<file path="src/sv/wsd_pkg.sv">
// Package for the winner-takes-all disparity selector.
// Holds widths, register and mode codes, back-end states and shared structs.
// No dependencies.
package wsd_pkg;

   localparam int COST_BITS      = 16;
   localparam int FRAC_BITS      = 8;
   localparam int DISP_W         = 20;
   localparam int CONF_W         = 16;
   localparam int LAYER_W        = 10;
   localparam int MIN_DISP_W     = 11;
   localparam int MODE_W         = 2;
   localparam int CSR_IDX_W      = 1;
   localparam int CSR_DATA_W     = 11;
   localparam int OFF_W          = 9;
   localparam int DIV_NUM_W      = 32;
   localparam int DIV_DEN_W      = 18;
   localparam int DIV_CNT_W      = 6;
   localparam int MAX_LAYERS_DEF = 256;

   localparam logic [CSR_IDX_W-1:0] CSR_MIN_DISP = 1'b0;
   localparam logic [CSR_IDX_W-1:0] CSR_MODE     = 1'b1;

   localparam logic [MODE_W-1:0] MODE_INT = 2'd0;
   localparam logic [MODE_W-1:0] MODE_RAW = 2'd2;

   typedef enum logic [2:0] {
      ST_IDLE,
      ST_SUB,
      ST_SUB_WAIT,
      ST_RAT,
      ST_RAT_WAIT,
      ST_EMIT
   } back_state_type;

   typedef struct packed {
      logic [COST_BITS-1:0] best_cost;
      logic [COST_BITS-1:0] second_cost;
      logic [COST_BITS-1:0] third_cost;
      logic [COST_BITS-1:0] cost_before;
      logic [COST_BITS-1:0] cost_after;
      logic [LAYER_W-1:0]   best_layer;
      logic                 after_pending;
   } snap_type;

   typedef struct packed {
      logic                 start;
      logic [DIV_NUM_W-1:0] num;
      logic [DIV_DEN_W-1:0] den;
   } div_ctrl_type;

   typedef struct packed {
      logic                 busy;
      logic                 done;
      logic [DIV_NUM_W-1:0] quot;
   } div_stat_type;

endpackage

</file>
<file path="src/sv/wsd_if.sv">
// Valid/ready channel interfaces for layer costs and disparity results.
// Depends on wsd_pkg.
interface wsd_req_if import wsd_pkg::*; ();
   logic                 valid;
   logic                 ready;
   logic [COST_BITS-1:0] cost;
   logic                 last_layer;
   modport source (output valid, cost, last_layer, input ready);
   modport sink   (input valid, cost, last_layer, output ready);
endinterface

interface wsd_rsp_if import wsd_pkg::*; ();
   logic              valid;
   logic              ready;
   logic [DISP_W-1:0] disparity;
   logic [CONF_W-1:0] confidence;
   modport source (output valid, disparity, confidence, input ready);
   modport sink   (input valid, disparity, confidence, output ready);
endinterface

</file>
<file path="src/sv/wsd_fifo.sv">
// Two-entry queue of per-pixel snapshots between front and back.
// Depends on wsd_pkg.
module wsd_fifo import wsd_pkg::*; (
   input  logic     clock,
   input  logic     reset,
   input  logic     push,
   input  snap_type din,
   input  logic     pop,
   output snap_type dout,
   output logic     full,
   output logic     empty
);
   snap_type   mem_ff [2];
   logic       wr_ff, wr_in, rd_ff, rd_in;
   logic [1:0] cnt_ff, cnt_in;

   always_comb begin
      wr_in  = push ? ~wr_ff : wr_ff;
      rd_in  = pop ? ~rd_ff : rd_ff;
      cnt_in = cnt_ff + 2'(push) - 2'(pop);
   end

   always_ff @(posedge clock) begin
      if (reset) begin
         wr_ff  <= 1'b0;
         rd_ff  <= 1'b0;
         cnt_ff <= 2'd0;
      end else begin
         wr_ff  <= wr_in;
         rd_ff  <= rd_in;
         cnt_ff <= cnt_in;
      end
      if (push) begin
         mem_ff[wr_ff] <= din;
      end
   end

   assign dout  = mem_ff[rd_ff];
   assign full  = cnt_ff == 2'd2;
   assign empty = cnt_ff == 2'd0;
endmodule

</file>
<file path="src/sv/wsd_front.sv">
// Front end: tracks best, second, third and neighbor costs per layer item,
// pushes a snapshot on the last layer. Depends on wsd_pkg and wsd_if.
module wsd_front import wsd_pkg::*; #(
   parameter int MAX_LAYERS = MAX_LAYERS_DEF
) (
   input  logic      clock,
   input  logic      reset,
   wsd_req_if.sink   req,
   input  logic      fifo_full,
   output logic      push,
   output snap_type  snap
);
   localparam int LW = (MAX_LAYERS > 2) ? $clog2(MAX_LAYERS) : 1;
   localparam logic [LW-1:0] LAYER_TOP = LW'(MAX_LAYERS - 1);

   logic [LW-1:0]        layer_ff, layer_in, blayer_ff, blayer_in;
   logic [COST_BITS-1:0] best_ff, best_in, second_ff, second_in, third_ff, third_in;
   logic [COST_BITS-1:0] before_ff, before_in, after_ff, after_in, prev_ff, prev_in;
   logic                 pend_ff, pend_in;
   logic                 accept;
   logic [COST_BITS-1:0] c;

   assign req.ready = ~fifo_full;
   assign accept    = req.valid & req.ready;
   assign c         = req.cost;
   assign push      = accept & req.last_layer;

   always_comb begin
      layer_in  = layer_ff;
      blayer_in = blayer_ff;
      best_in   = best_ff;
      second_in = second_ff;
      third_in  = third_ff;
      before_in = before_ff;
      after_in  = after_ff;
      prev_in   = prev_ff;
      pend_in   = pend_ff;
      if (accept) begin
         if (layer_ff == '0) begin
            best_in   = c;
            second_in = c;
            third_in  = c;
            blayer_in = '0;
            before_in = '0;
            after_in  = '0;
            pend_in   = 1'b0;
         end else begin
            if (pend_ff) begin
               after_in = c;
               pend_in  = 1'b0;
            end
            if (c < best_ff) begin
               third_in  = second_ff;
               second_in = best_ff;
               best_in   = c;
               blayer_in = layer_ff;
               before_in = prev_ff;
               after_in  = '0;
               pend_in   = 1'b1;
            end else if (c < second_ff) begin
               third_in  = second_ff;
               second_in = c;
            end else if (c < third_ff) begin
               third_in = c;
            end
         end
         prev_in = c;
      end
      snap.best_cost     = best_in;
      snap.second_cost   = second_in;
      snap.third_cost    = third_in;
      snap.cost_before   = before_in;
      snap.cost_after    = after_in;
      snap.best_layer    = LAYER_W'(blayer_in);
      snap.after_pending = pend_in;
      if (accept) begin
         if (req.last_layer) begin
            layer_in = '0;
            pend_in  = 1'b0;
         end else if (layer_ff != LAYER_TOP) begin
            layer_in = layer_ff + 1'b1;
         end
      end
   end

   always_ff @(posedge clock) begin
      if (reset) begin
         layer_ff  <= '0;
         blayer_ff <= '0;
         best_ff   <= '0;
         second_ff <= '0;
         third_ff  <= '0;
         before_ff <= '0;
         after_ff  <= '0;
         prev_ff   <= '0;
         pend_ff   <= 1'b0;
      end else begin
         layer_ff  <= layer_in;
         blayer_ff <= blayer_in;
         best_ff   <= best_in;
         second_ff <= second_in;
         third_ff  <= third_in;
         before_ff <= before_in;
         after_ff  <= after_in;
         prev_ff   <= prev_in;
         pend_ff   <= pend_in;
      end
   end
endmodule

</file>
<file path="src/sv/wsd_div.sv">
// Restoring divider, one quotient bit per cycle, shared by offset and ratio.
// Depends on wsd_pkg.
module wsd_div import wsd_pkg::*; (
   input  logic         clock,
   input  logic         reset,
   input  div_ctrl_type ctrl,
   output div_stat_type stat
);
   logic [DIV_NUM_W-1:0] q_ff, q_in;
   logic [DIV_DEN_W-1:0] rem_ff, rem_in, den_ff, den_in;
   logic [DIV_CNT_W-1:0] cnt_ff, cnt_in;
   logic                 busy_ff, busy_in, done_ff, done_in;
   logic [DIV_DEN_W:0]   sh;

   always_comb begin
      q_in    = q_ff;
      rem_in  = rem_ff;
      den_in  = den_ff;
      cnt_in  = cnt_ff;
      busy_in = busy_ff;
      done_in = 1'b0;
      sh      = {rem_ff, q_ff[DIV_NUM_W-1]};
      if (ctrl.start) begin
         q_in    = ctrl.num;
         rem_in  = '0;
         den_in  = ctrl.den;
         cnt_in  = DIV_CNT_W'(DIV_NUM_W);
         busy_in = 1'b1;
      end else if (busy_ff) begin
         if (sh >= {1'b0, den_ff}) begin
            rem_in = DIV_DEN_W'(sh - {1'b0, den_ff});
            q_in   = {q_ff[DIV_NUM_W-2:0], 1'b1};
         end else begin
            rem_in = DIV_DEN_W'(sh);
            q_in   = {q_ff[DIV_NUM_W-2:0], 1'b0};
         end
         cnt_in = cnt_ff - 1'b1;
         if (cnt_ff == DIV_CNT_W'(1)) begin
            busy_in = 1'b0;
            done_in = 1'b1;
         end
      end
   end

   always_ff @(posedge clock) begin
      if (reset) begin
         cnt_ff  <= '0;
         busy_ff <= 1'b0;
         done_ff <= 1'b0;
      end else begin
         cnt_ff  <= cnt_in;
         busy_ff <= busy_in;
         done_ff <= done_in;
      end
      q_ff   <= q_in;
      rem_ff <= rem_in;
      den_ff <= den_in;
   end

   assign stat.busy = busy_ff;
   assign stat.done = done_ff;
   assign stat.quot = q_ff;
endmodule

</file>
<file path="src/sv/wsd_back.sv">
// Back end: per pixel, computes subpixel offset and confidence, on the divider
// where needed, then loads the result register. Depends on wsd_pkg and wsd_if.
module wsd_back import wsd_pkg::*; (
   input  logic                   clock,
   input  logic                   reset,
   input  snap_type               head,
   input  logic                   fifo_empty,
   output logic                   pop,
   input  logic [MIN_DISP_W-1:0]  min_disp,
   input  logic [MODE_W-1:0]      mode,
   output div_ctrl_type           div_ctrl,
   input  div_stat_type           div_stat,
   wsd_rsp_if.source              rsp
);
   back_state_type       state_ff, state_in;
   snap_type             snap_ff;
   logic [OFF_W-1:0]     off_ff;
   logic                 off_use_ff;
   logic [CONF_W-1:0]    conf_ff;
   logic                 out_valid_ff;
   logic [DISP_W-1:0]    out_disp_ff;
   logic [CONF_W-1:0]    out_conf_ff;

   logic                 interior, refine, neg, need_sub, need_rat, out_free;
   logic [COST_BITS:0]   sum, twice, d;
   logic [COST_BITS-1:0] n, rat_den, raw_conf;
   logic [DISP_W-1:0]    base, disp;

   always_comb begin
      interior = (snap_ff.best_layer != '0) & ~snap_ff.after_pending;
      refine   = (mode != MODE_INT) & interior;
      sum      = {1'b0, snap_ff.cost_after} + {1'b0, snap_ff.cost_before};
      twice    = {snap_ff.best_cost, 1'b0};
      d        = sum - twice;
      neg      = snap_ff.cost_after < snap_ff.cost_before;
      n        = neg ? snap_ff.cost_before - snap_ff.cost_after
                     : snap_ff.cost_after - snap_ff.cost_before;
      need_sub = refine & (sum > twice) & ({2'b00, n} < {d, 1'b0});
      rat_den  = refine ? snap_ff.third_cost : snap_ff.second_cost;
      need_rat = (mode != MODE_RAW) & ~(refine & (snap_ff.best_cost == '0))
               & (rat_den != '0) & (snap_ff.best_cost <= rat_den);
      raw_conf = (mode == MODE_RAW) ? snap_ff.best_cost : '0;
      out_free = ~out_valid_ff | rsp.ready;
      base     = DISP_W'({{(DISP_W-MIN_DISP_W){min_disp[MIN_DISP_W-1]}}, min_disp}
                 + DISP_W'(snap_ff.best_layer));
      disp     = DISP_W'(base << FRAC_BITS);
      if (off_use_ff) begin
         disp = neg ? disp + DISP_W'(off_ff) : disp - DISP_W'(off_ff);
      end
   end

   always_comb begin
      state_in = state_ff;
      case (state_ff)
         ST_IDLE:     if (!fifo_empty) state_in = ST_SUB;
         ST_SUB:      state_in = need_sub ? ST_SUB_WAIT : ST_RAT;
         ST_SUB_WAIT: if (div_stat.done) state_in = ST_RAT;
         ST_RAT:      state_in = need_rat ? ST_RAT_WAIT : ST_EMIT;
         ST_RAT_WAIT: if (div_stat.done) state_in = ST_EMIT;
         ST_EMIT:     if (out_free) state_in = ST_IDLE;
         default:     state_in = ST_IDLE;
      endcase
   end

   always_comb begin
      pop            = 1'b0;
      div_ctrl.start = 1'b0;
      div_ctrl.num   = DIV_NUM_W'({n, {FRAC_BITS{1'b0}}}) + DIV_NUM_W'(d);
      div_ctrl.den   = DIV_DEN_W'({d, 1'b0});
      case (state_ff)
         ST_IDLE: pop = ~fifo_empty;
         ST_SUB:  div_ctrl.start = need_sub;
         ST_RAT: begin
            div_ctrl.start = need_rat;
            div_ctrl.num   = DIV_NUM_W'({rat_den - snap_ff.best_cost, 16'h0000});
            div_ctrl.den   = DIV_DEN_W'(rat_den);
         end
         default: ;
      endcase
   end

   always_ff @(posedge clock) begin
      if (reset) begin
         state_ff     <= ST_IDLE;
         out_valid_ff <= 1'b0;
      end else begin
         state_ff <= state_in;
         if (state_ff == ST_EMIT && out_free) begin
            out_valid_ff <= 1'b1;
         end else if (rsp.ready) begin
            out_valid_ff <= 1'b0;
         end
      end
      if (pop) begin
         snap_ff <= head;
      end
      case (state_ff)
         ST_SUB: off_use_ff <= 1'b0;
         ST_SUB_WAIT: begin
            if (div_stat.done) begin
               off_ff     <= OFF_W'(div_stat.quot);
               off_use_ff <= 1'b1;
            end
         end
         ST_RAT: conf_ff <= raw_conf;
         ST_RAT_WAIT: begin
            if (div_stat.done) begin
               conf_ff <= (div_stat.quot > DIV_NUM_W'(16'hFFFF)) ? '1
                          : CONF_W'(div_stat.quot);
            end
         end
         ST_EMIT: begin
            if (out_free) begin
               out_disp_ff <= disp;
               out_conf_ff <= conf_ff;
            end
         end
         default: ;
      endcase
   end

   assign rsp.valid      = out_valid_ff;
   assign rsp.disparity  = out_disp_ff;
   assign rsp.confidence = out_conf_ff;
endmodule

</file>
<file path="src/sv/wta_subpixel_disparity_select.sv">
// Winner-takes-all disparity select with parabolic subpixel refinement.
// Depends on wsd_pkg, wsd_if, wsd_fifo, wsd_front, wsd_div, wsd_back.
//
//   port  dir  payload                         accepted when
//   req   in   cost[15:0], last_layer          valid && ready
//   rsp   out  disparity[19:0], confidence     valid && ready
//   csr   in   csr_index, csr_wdata[10:0]      csr_we
//
// Layer items enter one per cycle while the two-entry snapshot queue has room.
// The back end takes one pixel at a time and runs the bit-serial divider (one
// quotient bit per cycle) up to twice per pixel, once for the offset and once
// for the confidence. Synchronous active-high reset clears all control.
// A stalled rsp holds its register; the queue then fills and req stalls.
module wta_subpixel_disparity_select import wsd_pkg::*; #(
   parameter int MAX_LAYERS = MAX_LAYERS_DEF
) (
   input  logic                  clock,
   input  logic                  reset,
   wsd_req_if.sink               req,
   wsd_rsp_if.source             rsp,
   input  logic                  csr_we,
   input  logic [CSR_IDX_W-1:0]  csr_index,
   input  logic [CSR_DATA_W-1:0] csr_wdata
);
   logic [MIN_DISP_W-1:0] min_disp_ff;
   logic [MODE_W-1:0]     mode_ff;
   logic                  push, pop, fifo_full, fifo_empty;
   snap_type              snap_in, head;
   div_ctrl_type          div_ctrl;
   div_stat_type          div_stat;

   always_ff @(posedge clock) begin
      if (reset) begin
         min_disp_ff <= '0;
         mode_ff     <= MODE_INT;
      end else if (csr_we) begin
         case (csr_index)
            CSR_MIN_DISP: min_disp_ff <= MIN_DISP_W'(csr_wdata);
            CSR_MODE:     mode_ff     <= MODE_W'(csr_wdata);
            default: ;
         endcase
      end
   end

   wsd_front #(.MAX_LAYERS(MAX_LAYERS)) u_front (
      .clock(clock), .reset(reset), .req(req),
      .fifo_full(fifo_full), .push(push), .snap(snap_in)
   );

   wsd_fifo u_fifo (
      .clock(clock), .reset(reset), .push(push), .din(snap_in),
      .pop(pop), .dout(head), .full(fifo_full), .empty(fifo_empty)
   );

   wsd_div u_div (
      .clock(clock), .reset(reset), .ctrl(div_ctrl), .stat(div_stat)
   );

   wsd_back u_back (
      .clock(clock), .reset(reset), .head(head), .fifo_empty(fifo_empty),
      .pop(pop), .min_disp(min_disp_ff), .mode(mode_ff),
      .div_ctrl(div_ctrl), .div_stat(div_stat), .rsp(rsp)
   );

   a_push_room: assert property (@(posedge clock) disable iff (reset)
      push |-> !fifo_full)
      else $error("snapshot pushed into full queue");

   a_pop_data: assert property (@(posedge clock) disable iff (reset)
      pop |-> !fifo_empty)
      else $error("snapshot popped from empty queue");

   a_div_free: assert property (@(posedge clock) disable iff (reset)
      div_ctrl.start |-> !div_stat.busy)
      else $error("divider restarted while busy");

   a_div_done: assert property (@(posedge clock) disable iff (reset)
      div_stat.done |-> $past(div_stat.busy))
      else $error("divider done without a run");
endmodule

</file>
<file path="src/flat_wrapper.sv">
// flat-port wrapper written by rule: the top's interface ports become plain ports
module wta_subpixel_disparity_select_flat import wsd_pkg::*;
#(
   parameter int MAX_LAYERS = MAX_LAYERS_DEF
)
  (clock, reset, csr_we, csr_index, csr_wdata, req_valid, req_cost, req_last_layer, req_ready, rsp_valid, rsp_disparity, rsp_confidence, rsp_ready);
  wsd_req_if req_i ();
  wsd_rsp_if rsp_i ();
  input  logic clock;
  input  logic reset;
  input  logic csr_we;
  input  logic [CSR_IDX_W-1:0] csr_index;
  input  logic [CSR_DATA_W-1:0] csr_wdata;
  input wire logic [$bits(req_i.valid)-1:0] req_valid;
  input wire logic [$bits(req_i.cost)-1:0] req_cost;
  input wire logic [$bits(req_i.last_layer)-1:0] req_last_layer;
  output wire logic [$bits(req_i.ready)-1:0] req_ready;
  output wire logic [$bits(rsp_i.valid)-1:0] rsp_valid;
  output wire logic [$bits(rsp_i.disparity)-1:0] rsp_disparity;
  output wire logic [$bits(rsp_i.confidence)-1:0] rsp_confidence;
  input wire logic [$bits(rsp_i.ready)-1:0] rsp_ready;
  assign req_i.valid = req_valid;
  assign req_i.cost = req_cost;
  assign req_i.last_layer = req_last_layer;
  assign req_ready = req_i.ready;
  assign rsp_valid = rsp_i.valid;
  assign rsp_disparity = rsp_i.disparity;
  assign rsp_confidence = rsp_i.confidence;
  assign rsp_i.ready = rsp_ready;
  wta_subpixel_disparity_select #(.MAX_LAYERS(MAX_LAYERS)) u_core (.clock(clock), .reset(reset), .req(req_i), .rsp(rsp_i), .csr_we(csr_we), .csr_index(csr_index), .csr_wdata(csr_wdata));
endmodule
</file>
<file path="config.mk">
export PLATFORM = sky130hd
export DESIGN_NAME = wta_subpixel_disparity_select_flat
export DESIGN_NICKNAME = d
export VERILOG_FILES = /design/src/sv/wsd_pkg.sv /design/src/sv/wsd_if.sv /design/src/sv/wsd_fifo.sv /design/src/sv/wsd_front.sv /design/src/sv/wsd_div.sv /design/src/sv/wsd_back.sv /design/src/sv/wta_subpixel_disparity_select.sv /design/src/flat_wrapper.sv
export SDC_FILE = /design/constraint.sdc
export NUM_CORES = 1
export LEC_CHECK = 0
export BUFFER_PORTS_ARGS = -buffer_cell sky130_fd_sc_hd__buf_2
export CORE_MARGIN = 3
export CORE_UTILIZATION = 50
export DETAILED_ROUTE_END_ITERATION = 10
export PLACE_DENSITY = 0.69
export SLEW_MARGIN = 20
export SYNTH_ARGS = -nofsm -noshare
export SYNTH_HDL_FRONTEND = slang
export SYNTH_SLANG_ARGS = --single-unit
</file>
<file path="constraint.sdc">
create_clock -name clock -period 6.9 [get_ports clock]
set_clock_uncertainty 0.1 [all_clocks]
set_input_delay 2.07 -clock clock [delete_from_list [all_inputs] [get_ports clock]]
set_output_delay 2.07 -clock clock [all_outputs]
set_load 0.05 [all_outputs]
</file>
=== Word-level counts from Yosys, hierarchy flattened ===
Memory sizes are Yosys's and may differ from the RTL's. A register that Yosys moved wholly into a read port is not among the register bits.
Index checks and enable logic that the tools add are counted.

* Register bits after elaboration: 282
* RAM bits: 178
* Input port bits: 34
* Output and inout bits: 38
* Word-level logic and storage cells: 176
* Memories kept: 1

{| class="wikitable"
|+ Memories
! memory !! words !! width !! rd ports !! clocked after Yosys merged registers in !! write ports !! RTL line !! RTL
|-
| u_core.u_fifo.mem_ff || 2 || 89 || 1 || 1 || 1 || wsd_fifo.sv:13 || <nowiki>snap_type mem_ff [2];</nowiki>
|}

* Add/subtract/negate cells: 14
* Order comparisons: 9
* Equality and inequality tests: 14
* Multiplexer cells: 63
* Bitwise logic cells: 20
* Reductions and logical operators: 23

{| class="wikitable"
|+ Operators by type and width
! kind !! number
|-
| $mux 16 || 24
|-
| $lt 16x16->1 || 4
|-
| $mux 32 || 2
|-
| $mux 50 || 1
|-
| $sub 16x16->16 || 3
|-
| $mux 20 || 2
|-
| $mux 8 || 5
|-
| $gt 32x16->1 const B || 1
|-
| $pmux 16 s2 || 1
|-
| $add 24x17->25 || 1
|-
| $add 20x9->20 || 1
|-
| $sub 20x9->20 || 1
|-
| $ge 19x18->1 || 1
|-
| $lt 16x18->1 || 1
|-
| $mux 1 || 18
|-
| $mux 18 || 1
|-
| $pmux 3 s6 || 1
|-
| $sub 18x18->18 || 1
|-
| $add 16x16->17 || 1
|-
| $gt 17x17->1 || 1
|-
| $sub 17x17->17 || 1
|-
| $le 16x16->1 || 1
|-
| $logic_not 16->1 || 1
|-
| $reduce_bool 16->1 || 1
|-
| other kinds (29) || 68
|}

=== Logic depth before layout (Yosys ltp) ===
* Depth after elaboration: 10
* Gate-level depth with buffers: 29

=== By module ===
Synthesis repeated with hierarchy kept, for this count alone.

* Cells, all modules: 2681
* Area total of the unflattened synthesis: 29878.7 µm²

{| class="wikitable"
|+ By module, submodules not included
! module !! instances !! cells an instance !! area an instance (µm²)
|-
| wsd_back || 1 || 1216 || 11697.5
|-
| wsd_fifo || 1 || 304 || 7235.7
|-
| wsd_front || 1 || 710 || 6165.9
|-
| wsd_div || 1 || 394 || 4176.5
|-
| wta_subpixel_disparity_select || 1 || 57 || 603.1
|}

=== Worst setup path before layout ===
No wires, ideal clock.

* Path type: input -> register
* Start point: input port req_valid
* End point: memory u_core.u_fifo.mem_ff[0][0] in the netlist's numbering, enable pin
* Data arrival time: 6370 ps
* Data required time: 6252 ps
* Setup slack: -117 ps
* Stages: 3
* Path buffers: 1
* Cell sequence: and3_1 -> clkbuf_1 -> nor2b_1

* Cells in the longest elaborated chain, start to end: 4

{| class="wikitable"
|+ RTL lines
! element !! RTL line !! RTL
|-
| from (decl) || flat_wrapper.sv:14 || <nowiki>input wire logic [$bits(req_i.valid)-1:0] req_valid;</nowiki>
|-
| $and 1x1->1 || wsd_front.sv:24 || <nowiki>assign accept = req.valid & req.ready;</nowiki>
|-
| $and 1x1->1 || wsd_front.sv:26 || <nowiki>assign push = accept & req.last_layer;</nowiki>
|-
| net u_core.push || wta_subpixel_disparity_select.sv:27 || <nowiki>logic push, pop, fifo_full, fifo_empty;</nowiki>
|-
| $mux 1 || wsd_fifo.sv:33 || <nowiki>if (push) begin</nowiki>
|-
| $mux 1 (not written as such) || wsd_fifo.sv:34 || <nowiki>mem_ff[wr_ff] <= din;</nowiki>
|-
| to (decl) || wsd_fifo.sv:13 ||
|}

The timed path passes the listed nets, and every way through them passes these cells.

=== Final worst setup path ===
* Start point: register, netlist name u_core.u_back.snap_ff[12]
* End point: register u_core.u_div.q_ff[20], data pin

* Cells in the longest elaborated chain, start to end: 6
* Elaborated cells between the ends (all ways): 14

{| class="wikitable"
|+ RTL lines
! element !! RTL line !! RTL
|-
| $add 16x16->17 * || wsd_back.sv:32 || <nowiki>sum = {1'b0, snap_ff.cost_after} + {1'b0, snap_ff.cost_before};</nowiki>
|-
| $sub 17x17->17 * || wsd_back.sv:34 || <nowiki>d = sum - twice;</nowiki>
|-
| net u_core.u_back.d[15] || wsd_back.sv:25 || <nowiki>logic [COST_BITS:0] sum, twice, d;</nowiki>
|-
| $lt 16x18->1 || wsd_back.sv:38 || <nowiki>need_sub = refine & (sum > twice) & ({2'b00, n} < {d, 1'b0});</nowiki>
|-
| $and 1x1->1 || wsd_back.sv:38 ||
|-
| $pmux 1 s2 || wsd_back.sv:70 || <nowiki>case (state_ff)</nowiki>
|-
| $mux 32 * || wsd_div.sv:23 || <nowiki>if (ctrl.start) begin</nowiki>
|-
| net u_core.u_div.q_in[20] || wsd_div.sv:9 || <nowiki>logic [DIV_NUM_W-1:0] q_ff, q_in;</nowiki>
|-
| to (signal assigned) || wsd_div.sv:55 || <nowiki>q_ff <= q_in;</nowiki>
|-
| to (decl) || wsd_div.sv:9 ||
|}

Mark *: on every way through the listed nets, which the timed path passes. The rest lies on a longest branch.
A chain may end at the register's enable or synchronous reset.

==> impl_metrics.csv <==
group,metric,value,unit
synth,avgSynthCellArea,11.0,sq um
timing,grt_setup_unrepaired,"no",
clocking,cts-htree-levels,2,
timing,period_needed,6.35,ns
route,wl_per_cell,21.0,um
place,port_buffers,71,
finish,nFillCells,4764,
worst_setup_path,critPathArrivalTime,6.71,ns
worst_setup_path,reg2reg_depth,26,
worst_setup_path,path_max_fanout,8,
worst_setup_path,regToRegSetupSlack,0.55,ns
worst_hold_path,hp-class,"reg -> reg",
place,hpwl,52500,um
place,place.gp.congestion,0.988,
floorplan,ios,72,
synth,synth-seq-cells,539,
floorplan,die_w,243,um
worst_hold_path,min_from,"u_core.u_back.conf_ff[8]",
route,route.top_layer_used,"met4",
synth,synth_top_area_share,0.405,
synth,syn_nets,2778,
synth,ys_async_sr_fraction,0,
finish,drive_above_1_share,0.141,
synth,yosys-top-cells-area,"edfxtp_1 41%, dfxtp_1 11%, ha_1 7.8%, mux2_2 4.8%, a21oi_1 3.4%",
synth,yosysWarnings,0,
run,cap_violations,0,
floorplan,floorplan.initialDensity,0.508,
clocking,postCtsHoldBufs,0,
route,wl,71800,um
floorplan,coreArea,55300,sq um
timing,worst_pin_slew,0.995,ns
clocking,insertion_delay,0.63,ns
floorplan,die_area,59000,sq um
synth,synth_top_area_cell,"edfxtp_1",
synth,synth_cells,2560,
finish,syn_to_final_growth,11.2,%
finish,antenna_cells,0,
finish,layout_common_cells,"379 x edfxtp_1, 247 x nand2_1, 193 x a21oi_1, 176 x ha_1, 171 x inv_1",
worst_setup_path,r2r_start,"u_core.u_back.snap_ff[12]",
finish,layout_commonest_cell,"edfxtp_1",
timing,fin_tns_setup,0,ns
floorplan,rows,86,
route,dr.pass1.iters,5,
clocking,cts.clk_slew.worst_paths,0.07,ns
route,wl_met1,33500,um
route,vias,19800,
grt,antenna_found_initial,1,
grt,grt_pass1_vias,19200,
timing,slew_headroom,0.335,
worst_setup_path,cp.required,7.26,ns
finish,nets,2838,
grt,overflow,0,
timing,setup_violations,0,
synth,netlist_area,28100,sq um
clocking,cts_made_buffers,54,
clocking,cts_tree,"yes",
clocking,clk_path_buf_depth,3,
route,wl_met2,31700,um
grt,grt_max_degree,81,
clocking,clock-sinks,539,
worst_hold_path,min_path_cells,0,
worst_setup_path,path_class,"reg -> reg",
synth,seq_area_frac_synth,0.520,
grt,grt_pass1_wl,111000,um
route,met3_length,3840,um
route,drc,0,
status,status,"finished clean",
clocking,cts_root_buffer,"clkbuf_16",
synth,synth_ff_type,"edfxtp_1",
worst_setup_path,critPathLaunchType,"register",
route,antenna_left,0,
synth,synth-edff-count,379,
timing,finalCritPeriodShare,0.920,
timing,hold_viol,0,
timing,final-max-slew-violation-count,0,
timing,fmax,157,MHz
synth,yosysUniqueCellTypes,98,
worst_hold_path,worstHoldEndpoint,"u_core.u_back.rsp.confidence[8]",
route,drt-initial-drc-count,1583,
route,viasPerCell,5.80,
worst_setup_path,setup.worst_path.end_class,"register",
floorplan,die_y,243,um
grt,grtUsageTotal,0.239,
worst_setup_path,r2r_end,"u_core.u_div.q_ff[20]",
clocking,postCtsSetupRepairBufs,0,
## critical path: stages, from the launching register on
cell and delay (ns):
edfxtp_1 0.46, inv_1 0.19, ha_1 0.27, nand2b_1 0.15, a21oi_1 0.17, o21ai_0 0.12, a21oi_1 0.21, o21ai_0 0.11
a21oi_1 0.19, o21ai_0 0.10, a21oi_1 0.20, nor4_1 0.09, o41ai_1 0.68, or4_1 0.21, nand3_1 0.12, ha_1 0.44
nand3_1 0.18, a311oi_1 0.32, nor2_1 0.11, and2_1 0.21, ha_1 0.37, nand2_1 0.13, o21ai_1 0.10, a211oi_2 0.35
nor3_1 0.09, or3b_1 0.36, a21oi_1 0.13
## area by class of cell
type,count,area (sq um),area share
timing repair buffer,109,668,0.0214
multi-input combinational,1743,12400,0.398
tap,748,936,0.0300
clock inverter,28,409,0.0131
inverter,173,652,0.0209
sequential,539,14600,0.467
clock buffer,73,1530,0.0489
## routing by layer
layer	global-route usage	up-vias
met5	0	-
met1	0.345	9636
met3	0.0340	142
met2	0.366	583
li1	-	9431
met4	0.0916	0
## how the worst max path moves through the flow
| stage | start | to | slack, ns |
|---|---|---|---|
| after floorplan | u_core.u_back.state_ff[0] | u_core.u_fifo.cnt_ff[1] | 1.04 |
| after global placement | u_core.u_back.snap_ff[12] | u_core.u_div.q_ff[21] | 0.70 |
| after detailed placement | u_core.u_back.snap_ff[12] | u_core.u_div.q_ff[21] | 0.63 |
| after CTS | u_core.u_back.snap_ff[12] | u_core.u_div.q_ff[21] | 0.57 |
| after global routing | u_core.u_back.snap_ff[12] | u_core.u_div.q_ff[20] | 0.07 |
| final | u_core.u_back.snap_ff[12] | u_core.u_div.q_ff[20] | 0.55 |
## repair_timing
item,4_1_cts,5_1_grt
hold endpoints to repair,0,0
endpoints found under the setup margin,0,21
resized for setup,0,2
## metrics by stage
stage | hold WS, ns | instances | setup slack [ns] | area, sq um | utilization
finish | 0.315 | 3413 | 0.549 | 31200 | 0.564
global route | 0.320 | 3413 | 0.0733 | 31200 | 0.564
CTS | 0.316 | 3413 | 0.573 | 31200 | 0.564
detailed placement | 0.305 | 3312 | 0.626 | 29300 | 0.529
global placement | 0.307 | 3312 | 0.701 | 29300 | 0.529
floorplan | 0.300 | 2560 | 1.04 | 28100 | -
## state kept, by name, summed over array words and instances, names as in the netlist, 18 cells and up
signal                       cells
u_core.u_fifo.mem_ff           178
u_core.u_back.snap_ff           89
u_core.u_div.q_ff               32
u_core.u_back.rsp.disparity     20
u_core.u_div.den_ff             18
u_core.u_div.rem_ff             18
## cells by family after synthesis
family,synth area share
muxes,0.0591
and+or+nand+nor,0.122
AOI/OAI and AO/OA,0.143
DFF,0.520
buffers and inverters,0.0395
xor gates and xnor gates,0.0309
adders and majority gates,0.0858
## cell usage after synthesis, types with 34 or more instances
cell type / number
nor2b_1: 82
clkbuf_1: 76
xor2_1: 34
inv_1: 171
a21o_1: 49
o21ai_0: 99
a21oi_1: 193
nand3_1: 40
nand2_1: 247
mux2_2: 120
edfxtp_1: 379
ha_1: 176
xnor2_1: 65
nor2_1: 144
dfxtp_1: 160
a22o_1: 43
Power is not shown: default switching activity piles up to over one toggle a cycle in this logic, so the estimate is an artifact.
